[src/hdl/assert_macros.svh]
// assertion helpers, clocked on clk and held off while rst_n is low
`ifndef ASSERT_MACROS_SVH
`define ASSERT_MACROS_SVH
`ifndef SYNTHESIS
`define TDOR_ASSERT_IMP(lbl, ante, cons) \
  lbl: assert property (@(posedge clk) disable iff (!rst_n) (ante) |-> (cons)) \
    else $error("assertion failed");
`define TDOR_ASSERT_NEXT(lbl, ante, cons) \
  lbl: assert property (@(posedge clk) disable iff (!rst_n) (ante) |=> (cons)) \
    else $error("assertion failed");
`else
`define TDOR_ASSERT_IMP(lbl, ante, cons)
`define TDOR_ASSERT_NEXT(lbl, ante, cons)
`endif
`endif

[src/hdl/tdor_pkg.sv]
package tdor_pkg;

  localparam int NODE_W        = 16;
  localparam int DIG_BITS      = 7;
  localparam int HOP_DIM_BITS  = 3;
  localparam int CFG_IDX_BITS  = 3;
  localparam int CFG_DATA_BITS = 16;

  localparam int DEF_N_DIMS    = 3;
  localparam int DEF_NODE_BITS = 16;

  // register indexes, dimension lengths follow own node in order
  localparam logic [CFG_IDX_BITS-1:0] REG_OWN_NODE  = 3'd0;
  localparam logic [CFG_IDX_BITS-1:0] REG_DIM_LEN_0 = 3'd1;

  typedef struct packed {
    logic [HOP_DIM_BITS-1:0] hop_dim;
    logic                    hop_plus;
    logic                    arrived;
    logic                    no_route;
  } route_flags_t;

endpackage

[src/hdl/tdor_if.sv]
interface tdor_in_if;
  logic                          valid;
  logic                          ready;
  logic [tdor_pkg::NODE_W-1:0]   dest_node;

  modport source (output valid, output dest_node, input ready);
  modport sink   (input valid, input dest_node, output ready);
endinterface

interface tdor_out_if;
  logic                                valid;
  logic                                ready;
  logic [tdor_pkg::NODE_W-1:0]         next_node;
  logic [tdor_pkg::HOP_DIM_BITS-1:0]   hop_dim;
  logic                                hop_plus;
  logic                                arrived;
  logic                                no_route;

  modport source (output valid, output next_node, output hop_dim, output hop_plus,
                  output arrived, output no_route, input ready);
  modport sink   (input valid, input next_node, input hop_dim, input hop_plus,
                  input arrived, input no_route, output ready);
endinterface

[src/hdl/torus_dimension_order_route.sv]
// channel   dir   handshake          payload
// in_ch     in    valid / ready      dest_node
// out_ch    out   valid / ready      next_node, hop_dim, hop_plus, arrived, no_route
// cfg_*     in    cfg_we             cfg_index, cfg_wdata
//
// one item per cycle while out_ch.ready holds; each item passes through the
// one-bit-per-cell division chain that splits both node numbers into
// coordinates, then the route cell and one join cell per dimension.
// rst_n is synchronous: empties every cell, own_node to 0, lengths to 1.
// every cell takes an item when empty or when its neighbor takes its own, so
// items keep entering while a result waits at the output, until every cell is full.
`include "assert_macros.svh"

module torus_dimension_order_route #(
  parameter int N_DIMS    = tdor_pkg::DEF_N_DIMS,
  parameter int NODE_BITS = tdor_pkg::DEF_NODE_BITS
) (
  input  logic                                   clk,
  input  logic                                   rst_n,
  tdor_in_if.sink                                in_ch,
  tdor_out_if.source                             out_ch,
  input  logic                                   cfg_we,
  input  logic [tdor_pkg::CFG_IDX_BITS-1:0]      cfg_index,
  input  logic [tdor_pkg::CFG_DATA_BITS-1:0]     cfg_wdata
);

  localparam int NW       = tdor_pkg::NODE_W;
  localparam int DIG      = tdor_pkg::DIG_BITS;
  localparam int HDB      = tdor_pkg::HOP_DIM_BITS;
  localparam int CIB      = tdor_pkg::CFG_IDX_BITS;
  localparam int VAL_BITS = (NODE_BITS < NW) ? NODE_BITS : NW;
  localparam int NUM_DIV  = N_DIMS * VAL_BITS;

  logic [VAL_BITS-1:0]           own_node_r;
  logic [N_DIMS-1:0][DIG-1:0]    dim_len_r;
  logic [N_DIMS-1:0][DIG-1:0]    eff_len;

  always_ff @(posedge clk) begin
    if (!rst_n) begin
      own_node_r <= '0;
      for (int k = 0; k < N_DIMS; k++) begin
        dim_len_r[k] <= DIG'(1);
      end
    end else if (cfg_we) begin
      if (cfg_index == tdor_pkg::REG_OWN_NODE) begin
        own_node_r <= cfg_wdata[VAL_BITS-1:0];
      end
      for (int k = 0; k < N_DIMS; k++) begin
        if (cfg_index == CIB'(tdor_pkg::REG_DIM_LEN_0 + k)) begin
          dim_len_r[k] <= cfg_wdata[DIG-1:0];
        end
      end
    end
  end

  // a length of zero acts as one
  always_comb begin
    for (int k = 0; k < N_DIMS; k++) begin
      eff_len[k] = (dim_len_r[k] == '0) ? DIG'(1) : dim_len_r[k];
    end
  end

  // division chain
  logic [NUM_DIV:0]                              dv_valid;
  logic [NUM_DIV:0]                              dv_ready;
  logic [NUM_DIV:0][1:0][VAL_BITS-1:0]           dv_dq;
  logic [NUM_DIV:0][1:0][DIG-1:0]                dv_rem;
  logic [NUM_DIV:0][1:0][N_DIMS-1:0][DIG-1:0]    dv_dig;

  assign dv_valid[0]  = in_ch.valid;
  assign in_ch.ready  = dv_ready[0];
  assign dv_dq[0][0]  = own_node_r;
  assign dv_dq[0][1]  = in_ch.dest_node[VAL_BITS-1:0];
  assign dv_rem[0]    = '0;
  assign dv_dig[0]    = '0;

  for (genvar s = 0; s < NUM_DIV; s++) begin : g_div
    localparam int DIM  = s / VAL_BITS;
    localparam bit LAST = ((s % VAL_BITS) == (VAL_BITS - 1));
    tdor_div_cell #(
      .VAL_BITS (VAL_BITS),
      .N_DIMS   (N_DIMS),
      .DIM      (DIM),
      .LAST     (LAST)
    ) u_cell (
      .clk      (clk),
      .rst_n    (rst_n),
      .up_valid (dv_valid[s]),
      .up_ready (dv_ready[s]),
      .dq_i     (dv_dq[s]),
      .rem_i    (dv_rem[s]),
      .dig_i    (dv_dig[s]),
      .len      (eff_len[DIM]),
      .dn_valid (dv_valid[s+1]),
      .dn_ready (dv_ready[s+1]),
      .dq_o     (dv_dq[s+1]),
      .rem_o    (dv_rem[s+1]),
      .dig_o    (dv_dig[s+1])
    );
  end

  // route selection and join chain
  logic [N_DIMS:0]                        jn_valid;
  logic [N_DIMS:0]                        jn_ready;
  logic [N_DIMS:0][NW-1:0]                jn_acc;
  logic [N_DIMS:0][N_DIMS-1:0][DIG-1:0]   jn_dig;
  tdor_pkg::route_flags_t                 jn_flags [N_DIMS+1];

  tdor_route #(
    .N_DIMS   (N_DIMS),
    .VAL_BITS (VAL_BITS)
  ) u_route (
    .clk      (clk),
    .rst_n    (rst_n),
    .up_valid (dv_valid[NUM_DIV]),
    .up_ready (dv_ready[NUM_DIV]),
    .quo_i    (dv_dq[NUM_DIV]),
    .dig_i    (dv_dig[NUM_DIV]),
    .len      (eff_len),
    .dn_valid (jn_valid[0]),
    .dn_ready (jn_ready[0]),
    .dig_o    (jn_dig[0]),
    .flags_o  (jn_flags[0])
  );

  assign jn_acc[0] = '0;

  for (genvar j = 0; j < N_DIMS; j++) begin : g_join
    localparam int DIM = N_DIMS - 1 - j;
    tdor_join_cell #(
      .N_DIMS (N_DIMS),
      .DIM    (DIM)
    ) u_cell (
      .clk      (clk),
      .rst_n    (rst_n),
      .up_valid (jn_valid[j]),
      .up_ready (jn_ready[j]),
      .acc_i    (jn_acc[j]),
      .dig_i    (jn_dig[j]),
      .flags_i  (jn_flags[j]),
      .len      (eff_len[DIM]),
      .dn_valid (jn_valid[j+1]),
      .dn_ready (jn_ready[j+1]),
      .acc_o    (jn_acc[j+1]),
      .dig_o    (jn_dig[j+1]),
      .flags_o  (jn_flags[j+1])
    );
  end

  assign out_ch.valid        = jn_valid[N_DIMS];
  assign jn_ready[N_DIMS]    = out_ch.ready;
  assign out_ch.hop_dim      = jn_flags[N_DIMS].hop_dim;
  assign out_ch.hop_plus     = jn_flags[N_DIMS].hop_plus;
  assign out_ch.arrived      = jn_flags[N_DIMS].arrived;
  assign out_ch.no_route     = jn_flags[N_DIMS].no_route;
  // own node must be rewritten only while idle (not enforced), so the output can read it
  assign out_ch.next_node    = (jn_flags[N_DIMS].arrived || jn_flags[N_DIMS].no_route) ?
                               NW'(own_node_r) : jn_acc[N_DIMS];

  `TDOR_ASSERT_IMP(a_flags_excl, out_ch.valid, !(out_ch.arrived && out_ch.no_route))
  `TDOR_ASSERT_IMP(a_nohop_zero, out_ch.valid && (out_ch.arrived || out_ch.no_route), (out_ch.hop_dim == '0) && !out_ch.hop_plus)
  `TDOR_ASSERT_IMP(a_dim_range, out_ch.valid, out_ch.hop_dim < HDB'(N_DIMS))
  `TDOR_ASSERT_IMP(a_empty_ready, !out_ch.valid, in_ch.ready)
  `TDOR_ASSERT_NEXT(a_first_cell_fill, in_ch.valid && in_ch.ready, dv_valid[1])

endmodule

[src/hdl/tdor_div_cell.sv]
module tdor_div_cell #(
  parameter int VAL_BITS = 16,
  parameter int N_DIMS   = 3,
  parameter int DIM      = 0,
  parameter bit LAST     = 1'b0
) (
  input  logic                                                   clk,
  input  logic                                                   rst_n,
  input  logic                                                   up_valid,
  output logic                                                   up_ready,
  input  logic [1:0][VAL_BITS-1:0]                               dq_i,
  input  logic [1:0][tdor_pkg::DIG_BITS-1:0]                     rem_i,
  input  logic [1:0][N_DIMS-1:0][tdor_pkg::DIG_BITS-1:0]         dig_i,
  input  logic [tdor_pkg::DIG_BITS-1:0]                          len,
  output logic                                                   dn_valid,
  input  logic                                                   dn_ready,
  output logic [1:0][VAL_BITS-1:0]                               dq_o,
  output logic [1:0][tdor_pkg::DIG_BITS-1:0]                     rem_o,
  output logic [1:0][N_DIMS-1:0][tdor_pkg::DIG_BITS-1:0]         dig_o
);

  localparam int DIG = tdor_pkg::DIG_BITS;

  logic                              valid_r;
  logic [1:0][VAL_BITS-1:0]          dq_r, dq_nxt;
  logic [1:0][DIG-1:0]               rem_r, rem_nxt;
  logic [1:0][N_DIMS-1:0][DIG-1:0]   dig_r, dig_nxt;
  logic                              load;

  assign up_ready = !valid_r || dn_ready;
  assign load     = up_valid && up_ready;

  // one restoring division step on both lanes: lane 0 own node, lane 1 destination
  always_comb begin
    logic [DIG:0] trial;
    logic [DIG:0] diff;
    logic         ge;
    dig_nxt = dig_i;
    dq_nxt  = dq_i;
    rem_nxt = rem_i;
    for (int k = 0; k < 2; k++) begin
      trial = {rem_i[k], dq_i[k][VAL_BITS-1]};
      ge    = (trial >= {1'b0, len});
      diff  = ge ? (trial - {1'b0, len}) : trial;
      dq_nxt[k] = {dq_i[k][VAL_BITS-2:0], ge};
      if (LAST) begin
        // remainder is this dimension's coordinate, quotient feeds the next one
        dig_nxt[k][DIM] = diff[DIG-1:0];
        rem_nxt[k]      = '0;
      end else begin
        rem_nxt[k] = diff[DIG-1:0];
      end
    end
  end

  always_ff @(posedge clk) begin
    if (!rst_n) begin
      valid_r <= 1'b0;
    end else if (up_ready) begin
      valid_r <= up_valid;
    end
  end

  always_ff @(posedge clk) begin
    if (load) begin
      dq_r  <= dq_nxt;
      rem_r <= rem_nxt;
      dig_r <= dig_nxt;
    end
  end

  assign dn_valid = valid_r;
  assign dq_o     = dq_r;
  assign rem_o    = rem_r;
  assign dig_o    = dig_r;

endmodule

[src/hdl/tdor_route.sv]
module tdor_route #(
  parameter int N_DIMS   = 3,
  parameter int VAL_BITS = 16
) (
  input  logic                                              clk,
  input  logic                                              rst_n,
  input  logic                                              up_valid,
  output logic                                              up_ready,
  input  logic [1:0][VAL_BITS-1:0]                          quo_i,
  input  logic [1:0][N_DIMS-1:0][tdor_pkg::DIG_BITS-1:0]    dig_i,
  input  logic [N_DIMS-1:0][tdor_pkg::DIG_BITS-1:0]         len,
  output logic                                              dn_valid,
  input  logic                                              dn_ready,
  output logic [N_DIMS-1:0][tdor_pkg::DIG_BITS-1:0]         dig_o,
  output tdor_pkg::route_flags_t                            flags_o
);

  localparam int DIG = tdor_pkg::DIG_BITS;
  localparam int HDB = tdor_pkg::HOP_DIM_BITS;

  logic                            valid_r;
  logic [N_DIMS-1:0][DIG-1:0]      dig_r, dig_nxt;
  tdor_pkg::route_flags_t          flags_r, flags_nxt;
  logic                            load;

  assign up_ready = !valid_r || dn_ready;
  assign load     = up_valid && up_ready;

  // lowest differing dimension wins; step own coordinate the short way round
  always_comb begin
    logic signed [DIG:0] d_s;
    logic signed [DIG:0] half_s;
    logic [DIG-1:0]      own_c;
    logic [DIG-1:0]      dst_c;
    logic                plus;
    logic                seen;
    seen      = 1'b0;
    flags_nxt = '0;
    dig_nxt   = dig_i[0];
    for (int i = 0; i < N_DIMS; i++) begin
      own_c  = dig_i[0][i];
      dst_c  = dig_i[1][i];
      d_s    = signed'({1'b0, own_c}) - signed'({1'b0, dst_c});
      half_s = signed'({2'b00, len[i][DIG-1:1]});
      plus   = (d_s > half_s) || ((d_s < 0) && (d_s >= -half_s));
      if ((own_c != dst_c) && !seen) begin
        seen               = 1'b1;
        flags_nxt.hop_dim  = HDB'(i);
        flags_nxt.hop_plus = plus;
        if (plus) begin
          dig_nxt[i] = (own_c == len[i] - DIG'(1)) ? '0 : own_c + DIG'(1);
        end else begin
          dig_nxt[i] = (own_c == '0) ? len[i] - DIG'(1) : own_c - DIG'(1);
        end
      end
    end
    // equal digits and equal top quotients means equal numbers
    flags_nxt.arrived  = !seen && (quo_i[0] == quo_i[1]);
    flags_nxt.no_route = !seen && (quo_i[0] != quo_i[1]);
  end

  always_ff @(posedge clk) begin
    if (!rst_n) begin
      valid_r <= 1'b0;
    end else if (up_ready) begin
      valid_r <= up_valid;
    end
  end

  always_ff @(posedge clk) begin
    if (load) begin
      dig_r   <= dig_nxt;
      flags_r <= flags_nxt;
    end
  end

  assign dn_valid = valid_r;
  assign dig_o    = dig_r;
  assign flags_o  = flags_r;

endmodule

[src/hdl/tdor_join_cell.sv]
module tdor_join_cell #(
  parameter int N_DIMS = 3,
  parameter int DIM    = 0
) (
  input  logic                                          clk,
  input  logic                                          rst_n,
  input  logic                                          up_valid,
  output logic                                          up_ready,
  input  logic [tdor_pkg::NODE_W-1:0]                   acc_i,
  input  logic [N_DIMS-1:0][tdor_pkg::DIG_BITS-1:0]     dig_i,
  input  tdor_pkg::route_flags_t                        flags_i,
  input  logic [tdor_pkg::DIG_BITS-1:0]                 len,
  output logic                                          dn_valid,
  input  logic                                          dn_ready,
  output logic [tdor_pkg::NODE_W-1:0]                   acc_o,
  output logic [N_DIMS-1:0][tdor_pkg::DIG_BITS-1:0]     dig_o,
  output tdor_pkg::route_flags_t                        flags_o
);

  localparam int NW  = tdor_pkg::NODE_W;
  localparam int DIG = tdor_pkg::DIG_BITS;

  logic                          valid_r;
  logic [NW-1:0]                 acc_r, acc_nxt;
  logic [N_DIMS-1:0][DIG-1:0]    dig_r;
  tdor_pkg::route_flags_t        flags_r;
  logic [NW+DIG-1:0]             prod;
  logic                          load;

  assign up_ready = !valid_r || dn_ready;
  assign load     = up_valid && up_ready;

  // horner step, highest dimension first, kept modulo the output width
  assign prod    = (NW+DIG)'(acc_i) * (NW+DIG)'(len);
  assign acc_nxt = prod[NW-1:0] + NW'(dig_i[DIM]);

  always_ff @(posedge clk) begin
    if (!rst_n) begin
      valid_r <= 1'b0;
    end else if (up_ready) begin
      valid_r <= up_valid;
    end
  end

  always_ff @(posedge clk) begin
    if (load) begin
      acc_r   <= acc_nxt;
      dig_r   <= dig_i;
      flags_r <= flags_i;
    end
  end

  assign dn_valid = valid_r;
  assign acc_o    = acc_r;
  assign dig_o    = dig_r;
  assign flags_o  = flags_r;

endmodule

[src/flat_wrapper.sv]
// flat-port wrapper written by rule: the top's interface ports become plain ports
module torus_dimension_order_route_flat 
#(
  parameter int N_DIMS    = tdor_pkg::DEF_N_DIMS,
  parameter int NODE_BITS = tdor_pkg::DEF_NODE_BITS
)
  (clk, rst_n, cfg_we, cfg_index, cfg_wdata, in_ch_valid, in_ch_dest_node, in_ch_ready, out_ch_valid, out_ch_next_node, out_ch_hop_dim, out_ch_hop_plus, out_ch_arrived, out_ch_no_route, out_ch_ready);
  tdor_in_if in_ch_i ();
  tdor_out_if out_ch_i ();
  input  logic clk;
  input  logic rst_n;
  input  logic cfg_we;
  input  logic [tdor_pkg::CFG_IDX_BITS-1:0] cfg_index;
  input  logic [tdor_pkg::CFG_DATA_BITS-1:0] cfg_wdata;
  input wire logic [$bits(in_ch_i.valid)-1:0] in_ch_valid;
  input wire logic [$bits(in_ch_i.dest_node)-1:0] in_ch_dest_node;
  output wire logic [$bits(in_ch_i.ready)-1:0] in_ch_ready;
  output wire logic [$bits(out_ch_i.valid)-1:0] out_ch_valid;
  output wire logic [$bits(out_ch_i.next_node)-1:0] out_ch_next_node;
  output wire logic [$bits(out_ch_i.hop_dim)-1:0] out_ch_hop_dim;
  output wire logic [$bits(out_ch_i.hop_plus)-1:0] out_ch_hop_plus;
  output wire logic [$bits(out_ch_i.arrived)-1:0] out_ch_arrived;
  output wire logic [$bits(out_ch_i.no_route)-1:0] out_ch_no_route;
  input wire logic [$bits(out_ch_i.ready)-1:0] out_ch_ready;
  assign in_ch_i.valid = in_ch_valid;
  assign in_ch_i.dest_node = in_ch_dest_node;
  assign in_ch_ready = in_ch_i.ready;
  assign out_ch_valid = out_ch_i.valid;
  assign out_ch_next_node = out_ch_i.next_node;
  assign out_ch_hop_dim = out_ch_i.hop_dim;
  assign out_ch_hop_plus = out_ch_i.hop_plus;
  assign out_ch_arrived = out_ch_i.arrived;
  assign out_ch_no_route = out_ch_i.no_route;
  assign out_ch_i.ready = out_ch_ready;
  torus_dimension_order_route #(.N_DIMS(N_DIMS), .NODE_BITS(NODE_BITS)) u_core (.clk(clk), .rst_n(rst_n), .in_ch(in_ch_i), .out_ch(out_ch_i), .cfg_we(cfg_we), .cfg_index(cfg_index), .cfg_wdata(cfg_wdata));
endmodule
[config.mk]
export PLATFORM = sky130hd
export DESIGN_NAME = torus_dimension_order_route_flat
export DESIGN_NICKNAME = d
export VERILOG_FILES = /design/src/hdl/tdor_pkg.sv /design/src/hdl/tdor_if.sv /design/src/hdl/torus_dimension_order_route.sv /design/src/hdl/tdor_div_cell.sv /design/src/hdl/tdor_route.sv /design/src/hdl/tdor_join_cell.sv /design/src/flat_wrapper.sv
export VERILOG_INCLUDE_DIRS = /design/src /design/src/hdl
export SDC_FILE = /design/constraint.sdc
export NUM_CORES = 2
export LEC_CHECK = 0
export ABC_CLOCK_PERIOD_IN_PS = 10340
export BUFFER_PORTS_ARGS = -buffer_cell sky130_fd_sc_hd__buf_2
export CORE_ASPECT_RATIO = 1.4
export CORE_MARGIN = 2
export CORE_UTILIZATION = 40
export DETAILED_ROUTE_END_ITERATION = 16
export GPL_TIMING_DRIVEN = 0
export SYNTH_ARGS = -nofsm -noshare
export SYNTH_HDL_FRONTEND = slang
export SYNTH_HIERARCHICAL = 1
export SYNTH_SLANG_ARGS = --single-unit
[constraint.sdc]
create_clock -name clk -period 10.34 [get_ports clk]
set_input_delay 0.517 -clock clk [delete_from_list [all_inputs] [get_ports clk]]
set_output_delay 0.517 -clock clk [all_outputs]
set_load 0.05 [all_outputs]
Word-level counts from Yosys, hierarchy flattened
Index checks and enable logic that the tools add are counted.
{"block": "word_totals", "reg_bits": 3074, "elab_cells": 907, "out_inout_bits": 24, "in_bits": 40}
{"block": "op_classes", "n_addsub": 113, "n_eq_ne": 11, "muxes": 118, "reduce_logical": 182, "magnitude_cmp": 105, "mul": 2}
{"cell": "$mux W7", "n": 105}
{"cell": "$ge A8 B7 Y1", "n": 90}
{"cell": "$sub A7 B7 Y7", "n": 90}
{"cell": "$logic_and A1 B1 Y1", "n": 59}
{"cell": "$logic_or A1 B1 Y1", "n": 56}
{"cell": "$logic_not A1 Y1", "n": 55}
{"cell": "$ge A1 B7 Y1", "n": 6}
{"cell": "$logic_not A7 Y1", "n": 6}
{"cell": "$sub A1 B7 Y7", "n": 6}
{"cell": "$sub A7 B1 Y7 const B", "n": 6}
{"cell": "$ge A8 B8 Y1", "n": 3}
{"cell": "$gt A8 B7 Y1", "n": 3}
{"cell": "$lt A8 B1 Y1 const B", "n": 3}
{"cell": "$neg A6 Y8", "n": 3}
{"cell": "$sub A7 B7 Y8", "n": 3}
{"cell": "$add A7 B1 Y7 const B", "n": 3}
{"cell": "$eq A7 B7 Y1", "n": 3}
{"cell": "$ne A7 B7 Y1", "n": 3}
{"cell": "$add A16 B7 Y16", "n": 1}
{"cell": "$eq A16 B16 Y1", "n": 1}
{"cell": "$mul A16 B7 Y16", "n": 1}
{"cell": "$mux W16", "n": 1}
{"cell": "$ne A16 B16 Y1", "n": 1}
{"cell": "$add A14 B7 Y15", "n": 1}
{"cell": "other kinds (8)", "n": 22}

Depth between registers and ports, before layout
{"block": "depth", "word_depth": 54, "ltp_mapped": 53, "ltp_nobuf": 53}

Hierarchy
Netlist, hierarchy kept.
{"module": "tdor_div_cell at u_core.g_div[0].u_cell ...", "n_inst": 34, "cells_per_inst": 203, "seq_area_each_um2": 2662.6, "area_each_um2": 3534.6}
{"module": "tdor_div_cell at u_core.g_div[37].u_cell ...", "n_inst": 11, "cells_per_inst": 203, "seq_area_each_um2": 2662.6, "area_each_um2": 3535.9}
{"module": "tdor_div_cell at u_core.g_div[15].u_cell ...", "n_inst": 3, "cells_per_inst": 204, "seq_area_each_um2": 2242.2, "area_each_um2": 3223.1}
{"module": "tdor_route", "n_inst": 1, "cells_per_inst": 637, "seq_area_each_um2": 800.8, "area_each_um2": 5225.0}
{"module": "tdor_join_cell at u_core.g_join[1].u_cell", "n_inst": 1, "cells_per_inst": 400, "seq_area_each_um2": 1311.3, "area_each_um2": 4250.3}
{"module": "tdor_join_cell at u_core.g_join[2].u_cell", "n_inst": 1, "cells_per_inst": 386, "seq_area_each_um2": 1311.3, "area_each_um2": 4190.3}
{"module": "tdor_join_cell at u_core.g_join[0].u_cell", "n_inst": 1, "cells_per_inst": 382, "seq_area_each_um2": 1311.3, "area_each_um2": 4177.8}
{"module": "torus_dimension_order_route", "n_inst": 1, "cells_per_inst": 189, "seq_area_each_um2": 740.7, "area_each_um2": 1754.2}

Worst setup path after synthesis
OpenSTA, ideal clock, no wires.
{"block": "synth_path", "kind": "register to register", "from": "register u_core.g_join[2].u_cell.valid_r", "to": "register, netlist name u_core/g_div[0].u_cell/dig_o[0]", "stages_incl_launch_ff": 54, "path_slack_ps": -165, "n_path_buf": 0, "setup_time_ps": 652, "arrival_ps": 9853, "required_ps": 9688, "synth_period_minus_slack_ps": 10505, "path_cell_list": "dfxtp_1 > nand2b_1 > nand2b_1 > nand2b_1 > nand2b_1 > nand2b_1 > nand2b_1 > nand2b_1 > nand2b_1 > nand2b_1 > nand2b_1 > nand2b_1 > nand2b_1 > nand2b_1 > nand2b_1 > nand2b_1 > nand2b_1 > nand2b_1 > [... 18 more ...] > nand2b_1 > nand2b_1 > nand2b_1 > nand2b_1 > nand2b_1 > nand2b_1 > nand2b_1 > nand2b_1 > nand2b_1 > nand2b_1 > nand2b_1 > nand2b_1 > nand2b_1 > nand2b_1 > nand2b_1 > nand2b_1 > nand2b_1 > and2_1"}
{"element": "start, declared", "line_no": "tdor_join_cell.sv:23", "text": "logic valid_r;"}
{"element": "start signal, assigned", "line_no": "tdor_join_cell.sv:41", "text": "valid_r <= up_valid;"}

Worst setup path after layout
{"block": "layout_path", "from": "register u_core.g_join[2].u_cell.valid_r", "to": "output in_ch_ready"}
{"block": "layout_between", "elab_chain_cells": 53}
{"element": "$logic_not A1 Y1", "line_no": "tdor_join_cell.sv:30", "text": "assign up_ready = !valid_r || dn_ready;"}
{"element": "$logic_or A1 B1 Y1", "line_no": "tdor_join_cell.sv:30"}
{"element": "net u_core.jn_ready[2]", "line_no": "torus_dimension_order_route.sv:104", "text": "logic [N_DIMS:0] jn_ready;"}
{"element": "$logic_or A1 B1 Y1", "line_no": "tdor_join_cell.sv:30"}
{"element": "net u_core.jn_ready[1]", "line_no": "torus_dimension_order_route.sv:104"}
{"element": "$logic_or A1 B1 Y1", "line_no": "tdor_join_cell.sv:30"}
{"element": "net u_core.jn_ready[0]", "line_no": "torus_dimension_order_route.sv:104"}
{"element": "$logic_or A1 B1 Y1", "line_no": "tdor_route.sv:26", "text": "assign up_ready = !valid_r || dn_ready;"}
{"element": "net u_core.dv_ready[48]", "line_no": "torus_dimension_order_route.sv:65", "text": "logic [NUM_DIV:0] dv_ready;"}
{"element": "[... 1 more ...]"}
{"element": "net u_core.dv_ready[47]", "line_no": "torus_dimension_order_route.sv:65"}
{"element": "[... 1 more ...]"}
{"element": "net u_core.dv_ready[46]", "line_no": "torus_dimension_order_route.sv:65"}
{"element": "[... 1 more ...]"}
{"element": "net u_core.dv_ready[45]", "line_no": "torus_dimension_order_route.sv:65"}
{"element": "[... 1 more ...]"}
{"element": "net u_core.dv_ready[44]", "line_no": "torus_dimension_order_route.sv:65"}
{"element": "[... 1 more ...]"}
{"element": "net u_core.dv_ready[43]", "line_no": "torus_dimension_order_route.sv:65"}
{"element": "[... 1 more ...]"}
{"element": "net u_core.dv_ready[42]", "line_no": "torus_dimension_order_route.sv:65"}
{"element": "[... 1 more ...]"}
{"element": "net u_core.dv_ready[41]", "line_no": "torus_dimension_order_route.sv:65"}
{"element": "[... 1 more ...]"}
{"element": "net u_core.dv_ready[40]", "line_no": "torus_dimension_order_route.sv:65"}
{"element": "[... 1 more ...]"}
{"element": "net u_core.dv_ready[39]", "line_no": "torus_dimension_order_route.sv:65"}
{"element": "[... 1 more ...]"}
{"element": "net u_core.dv_ready[38]", "line_no": "torus_dimension_order_route.sv:65"}
{"element": "[... 1 more ...]"}
{"element": "net u_core.dv_ready[37]", "line_no": "torus_dimension_order_route.sv:65"}
{"element": "[... 1 more ...]"}
{"element": "net u_core.dv_ready[36]", "line_no": "torus_dimension_order_route.sv:65"}
{"element": "[... 1 more ...]"}
{"element": "net u_core.dv_ready[35]", "line_no": "torus_dimension_order_route.sv:65"}
{"element": "[... 1 more ...]"}
{"element": "net u_core.dv_ready[34]", "line_no": "torus_dimension_order_route.sv:65"}
{"element": "[... 1 more ...]"}
{"element": "net u_core.dv_ready[33]", "line_no": "torus_dimension_order_route.sv:65"}
{"element": "[... 1 more ...]"}
{"element": "net u_core.dv_ready[32]", "line_no": "torus_dimension_order_route.sv:65"}
{"element": "[... 1 more ...]"}
{"element": "net u_core.dv_ready[31]", "line_no": "torus_dimension_order_route.sv:65"}
{"element": "[... 1 more ...]"}
{"element": "net u_core.dv_ready[30]", "line_no": "torus_dimension_order_route.sv:65"}
{"element": "[... 1 more ...]"}
{"element": "net u_core.dv_ready[29]", "line_no": "torus_dimension_order_route.sv:65"}
{"element": "[... 1 more ...]"}
{"element": "net u_core.dv_ready[28]", "line_no": "torus_dimension_order_route.sv:65"}
{"element": "[... 1 more ...]"}
{"element": "net u_core.dv_ready[27]", "line_no": "torus_dimension_order_route.sv:65"}
{"element": "[... 1 more ...]"}
{"element": "net u_core.dv_ready[26]", "line_no": "torus_dimension_order_route.sv:65"}
{"element": "[... 1 more ...]"}
{"element": "net u_core.dv_ready[25]", "line_no": "torus_dimension_order_route.sv:65"}
{"element": "[... 1 more ...]"}
{"element": "net u_core.dv_ready[24]", "line_no": "torus_dimension_order_route.sv:65"}
{"element": "[... 1 more ...]"}
{"element": "net u_core.dv_ready[23]", "line_no": "torus_dimension_order_route.sv:65"}
{"element": "[... 1 more ...]"}
{"element": "net u_core.dv_ready[22]", "line_no": "torus_dimension_order_route.sv:65"}
{"element": "[... 1 more ...]"}
{"element": "net u_core.dv_ready[21]", "line_no": "torus_dimension_order_route.sv:65"}
{"element": "[... 1 more ...]"}
{"element": "net u_core.dv_ready[20]", "line_no": "torus_dimension_order_route.sv:65"}
{"element": "[... 1 more ...]"}
{"element": "net u_core.dv_ready[19]", "line_no": "torus_dimension_order_route.sv:65"}
{"element": "[... 1 more ...]"}
{"element": "net u_core.dv_ready[18]", "line_no": "torus_dimension_order_route.sv:65"}
{"element": "[... 1 more ...]"}
{"element": "net u_core.dv_ready[17]", "line_no": "torus_dimension_order_route.sv:65"}
{"element": "[... 1 more ...]"}
{"element": "net u_core.dv_ready[16]", "line_no": "torus_dimension_order_route.sv:65"}
{"element": "[... 1 more ...]"}
{"element": "net u_core.dv_ready[15]", "line_no": "torus_dimension_order_route.sv:65"}
{"element": "[... 1 more ...]"}
{"element": "net u_core.dv_ready[14]", "line_no": "torus_dimension_order_route.sv:65"}
{"element": "[... 1 more ...]"}
{"element": "net u_core.dv_ready[13]", "line_no": "torus_dimension_order_route.sv:65"}
{"element": "[... 1 more ...]"}
{"element": "net u_core.dv_ready[12]", "line_no": "torus_dimension_order_route.sv:65"}
{"element": "[... 1 more ...]"}
{"element": "net u_core.dv_ready[11]", "line_no": "torus_dimension_order_route.sv:65"}
{"element": "[... 1 more ...]"}
{"element": "net u_core.dv_ready[10]", "line_no": "torus_dimension_order_route.sv:65"}
{"element": "[... 1 more ...]"}
{"element": "net u_core.dv_ready[9]", "line_no": "torus_dimension_order_route.sv:65"}
{"element": "[... 1 more ...]"}
{"element": "net u_core.dv_ready[8]", "line_no": "torus_dimension_order_route.sv:65"}
{"element": "[... 1 more ...]"}
{"element": "net u_core.dv_ready[7]", "line_no": "torus_dimension_order_route.sv:65"}
{"element": "[... 1 more ...]"}
{"element": "net u_core.dv_ready[6]", "line_no": "torus_dimension_order_route.sv:65"}
{"element": "[... 1 more ...]"}
{"element": "net u_core.dv_ready[5]", "line_no": "torus_dimension_order_route.sv:65"}
{"element": "[... 1 more ...]"}
{"element": "net u_core.dv_ready[4]", "line_no": "torus_dimension_order_route.sv:65"}
{"element": "$logic_or A1 B1 Y1", "line_no": "tdor_div_cell.sv:30", "text": "assign up_ready = !valid_r || dn_ready;"}
{"element": "net u_core.dv_ready[3]", "line_no": "torus_dimension_order_route.sv:65"}
{"element": "$logic_or A1 B1 Y1", "line_no": "tdor_div_cell.sv:30"}
{"element": "net u_core.dv_ready[2]", "line_no": "torus_dimension_order_route.sv:65"}
{"element": "$logic_or A1 B1 Y1", "line_no": "tdor_div_cell.sv:30"}
{"element": "net u_core.dv_ready[1]", "line_no": "torus_dimension_order_route.sv:65"}
{"element": "$logic_or A1 B1 Y1", "line_no": "tdor_div_cell.sv:30"}
{"element": "end, declared", "line_no": "flat_wrapper.sv:17", "text": "output wire logic [$bits(in_ch_i.ready)-1:0] in_ch_ready;"}
The timed path passes the listed nets, and every way through them passes these cells.

==> flow_metrics.py <==
metrics = {
    "status": {
        "status": "complete, no violations",
    },
    "sta": {
        "min_period_over_period": 0.944,
        "final.min_clock_period_ps": 9760,
        "finalMaxSlewViolations": 0,
        "setup_viol": 0,
        "grt_setup_unrepaired": "no",
        "worst_slack_ps": 582,
        "total_count_of_hold_check_failures_in_the_final_report": 0,
        "tns_ps": 0,
        "slew_limit_headroom": 0.300,
        "fin_skew_ps": 53.9,
        "max_freq_mhz": 102,
        "worst-slew-pin-transition_ps": 1050,
    },
    "power": {
        "p_int_w": 0.0205,
        "power.switching_w": 0.00546,
        "p_per_area_nw_per_um2": 155,
        "swShare": 0.210,
        "comb_power_share": 0.045,
        "leakage_nw": 60.8,
        "p_seq_frac": 0.524,
        "vdd.ir_drop.worst_mv": 0.146,
        "clock_power_share": 0.432,
    },
    "setup_path": {
        "timing.critical_path.mode_cell": "nand2b_4",
        "worst-path-buf-inv": 1,
        "worst-endpoint-required_ps": 9820,
        "timing_worst_setup_path_type": "reg -> out",
        "critical-path-slowest-cell": "dfxtp_1",
        "worst_path_dominant_cell_family": "simple AND/OR/NAND/NOR gates",
        "setup.worst_path.start_class": "flop",
        "critical_path.max_stage_delay_ps": 330,
        "worstPathArrival_ps": 9240,
        "cp-end-kind": "output pin",
        "crit_fanout": 3,
    },
    "grt": {
        "grt.overflow.total": 0,
        "global_routing_usage_summed_across_all_routing_layers": 0.169,
        "global_route_wire_length_before_repair_mm": 497,
        "grt_pass1_vias": 87800,
        "antenna_found_initial": 5,
        "grt_max_degree": 61,
    },
    "clock_network": {
        "clk_pin_slew_ps": 60,
        "cts_tree": "yes",
        "ctsRootBufferMaster": "clkbuf_16",
        "cts_made_buffers": 307,
        "post_cts_buffers": 0,
        "clkLatencyLatePin_ps": 920,
        "h-tree-depth": 5,
        "clkSinkCount": 3082,
        "clock_tree.buffer_depth": 4,
    },
    "die": {
        "core_area_um2": 369000,
        "chipWidth_um": 518,
        "floorplan.io_pins": 64,
        "fp-row-count": 264,
        "die_area_um2": 375000,
        "chipHeight_um": 723,
        "floorplan.initialDensity": 0.401,
    },
    "cells_and_area": {
        "postLayoutCellArea_um2": 167000,
        "final_core_util": 0.454,
        "drive_above_1_share": 0.110,
        "finalNetCount": 12200,
        "final_common_cell": "edfxtp_1",
        "area_growth_pct": 13.2,
        "mostFrequentLayoutCells": "edfxtp_1, inv_1, ha_1, nor2_1, nand2_1",
        "finalNonFillerCells": 16200,
    },
    "placed_design": {
        "place_congestion": 0.861,
        "dp_cells": 15600,
        "detailed_place.area_um2": 157000,
        "detailed_place_hpwl_mm": 233,
        "numPortBuffers": 63,
        "dp_slack_ps": -1000,
    },
    "routing": {
        "detail_route.drc_violations": 0,
        "ant_nets": 0,
        "route.detailed.vias_per_inst": 5.16,
        "vias": 83300,
        "wl_per_cell_um": 19.9,
        "wl_mm": 322,
        "detail_route.first_pass.iterations": 6,
        "drt_first_iter_violations": 4448,
    },
    "synthesis": {
        "yosys_warnings": 6,
        "netlist_area_um2": 148000,
        "synthesis.area_per_instance_um2": 14.2,
        "postSynthCellCount": 10400,
    },
    "run": {
        "max_capacitance_violation_count": 0,
    },
    "hold_path": {
        "holdCritPathClass": "in -> reg",
    },
}
-- layout make-up --
type / instances / area, µm²
fill: 32300 / 201000
sequential: 3082 / 91700
multi-input combinational: 6257 / 52200
clock buffer: 366 / 8040
tap: 4921 / 6160
inverter: 1034 / 3880
clock inverter: 190 / 2180
timing repair buffer: 158 / 2150
buffer: 151 / 1130
antenna: 4 / 10.0
-- worst reg2reg max path: cells and delay by family (launching register included) --
kind | cells | cell delay (ps)
flops | 1 | 330
buf+inv | 2 | 420
simple gates | 53 | 8060
-- flip-flops by register name, indices dropped and copies added, names as in the netlist --
name                           cells
u_core/dim_len_r                  21
u_core/g_div.u_cell/dig_o        714
u_core/g_div.u_cell/dn_valid      48
u_core/g_div.u_cell/dq_o        1536
u_core/g_div.u_cell/rem_o        630
u_core/g_join.u_cell/acc_o        48
u_core/g_join.u_cell/dig_o        21
u_core/g_join.u_cell/dn_valid      3
u_core/g_join.u_cell/flags_o      18
u_core/own_node_r                 16
u_core/u_route/dig_o              21
u_core/u_route/dn_valid            1
u_core/u_route/flags_o             5
-- per-layer routing --
| metal | GRT usage | share of wire | wire length, µm | vias up |
|---|---|---|---|---|
| li1 | - | - | - | 39500 |
| met2 | 0.329 | 0.54 | 175000 | 1662 |
| met4 | 0.0708 | 0.045 | 14600 | 2 |
| met5 | 0 | 0.000040 | 13 | - |
| met1 | 0.183 | 0.38 | 121000 | 41500 |
| met3 | 0.0209 | 0.034 | 11100 | 612 |
-- worst paths after layout --
kind	endpoint	slack, ps	startpoint	cells after the start
setup / recovery	in_ch_ready	580	u_core/g_join[2].u_cell/dn_valid	53
hold / removal	u_core/dim_len_r[20]	130	cfg_wdata[6]	3
setup reg to reg	u_core/g_div[0].u_cell/rem_o[1]	1200	u_core/g_join[2].u_cell/dn_valid	55
hold reg to reg	u_core/g_div[19].u_cell/dig_o[3]	380	u_core/g_div[18].u_cell/dig_o[3]	0
-- power groups by stage --
stage / logic, W / registers (W) / clock network [W]
after floorplan: 0.000863 / 0.0139 / 0
after global placement: 0.00108 / 0.0139 / 0
after detailed placement: 0.00112 / 0.0139 / 0
after CTS: 0.00114 / 0.0136 / 0.0116
after global routing: 0.00129 / 0.0136 / 0.0120
final: 0.00116 / 0.0136 / 0.0112
-- timing repair --
action,CTS,global route
hold endpoints to repair,44,0
resized for setup,36,11
endpoints found under the setup margin,220,1
hold buffers,32,0
-- metrics by stage --
stage	hold WS [ps]	power, W
finish	131	0.0260
global route	108	0.0269
global placement	400	0.0150
CTS	64.1	0.0263
detailed placement	405	0.0150
floorplan	400	0.0147
Power figures use the tool's default switching activity.
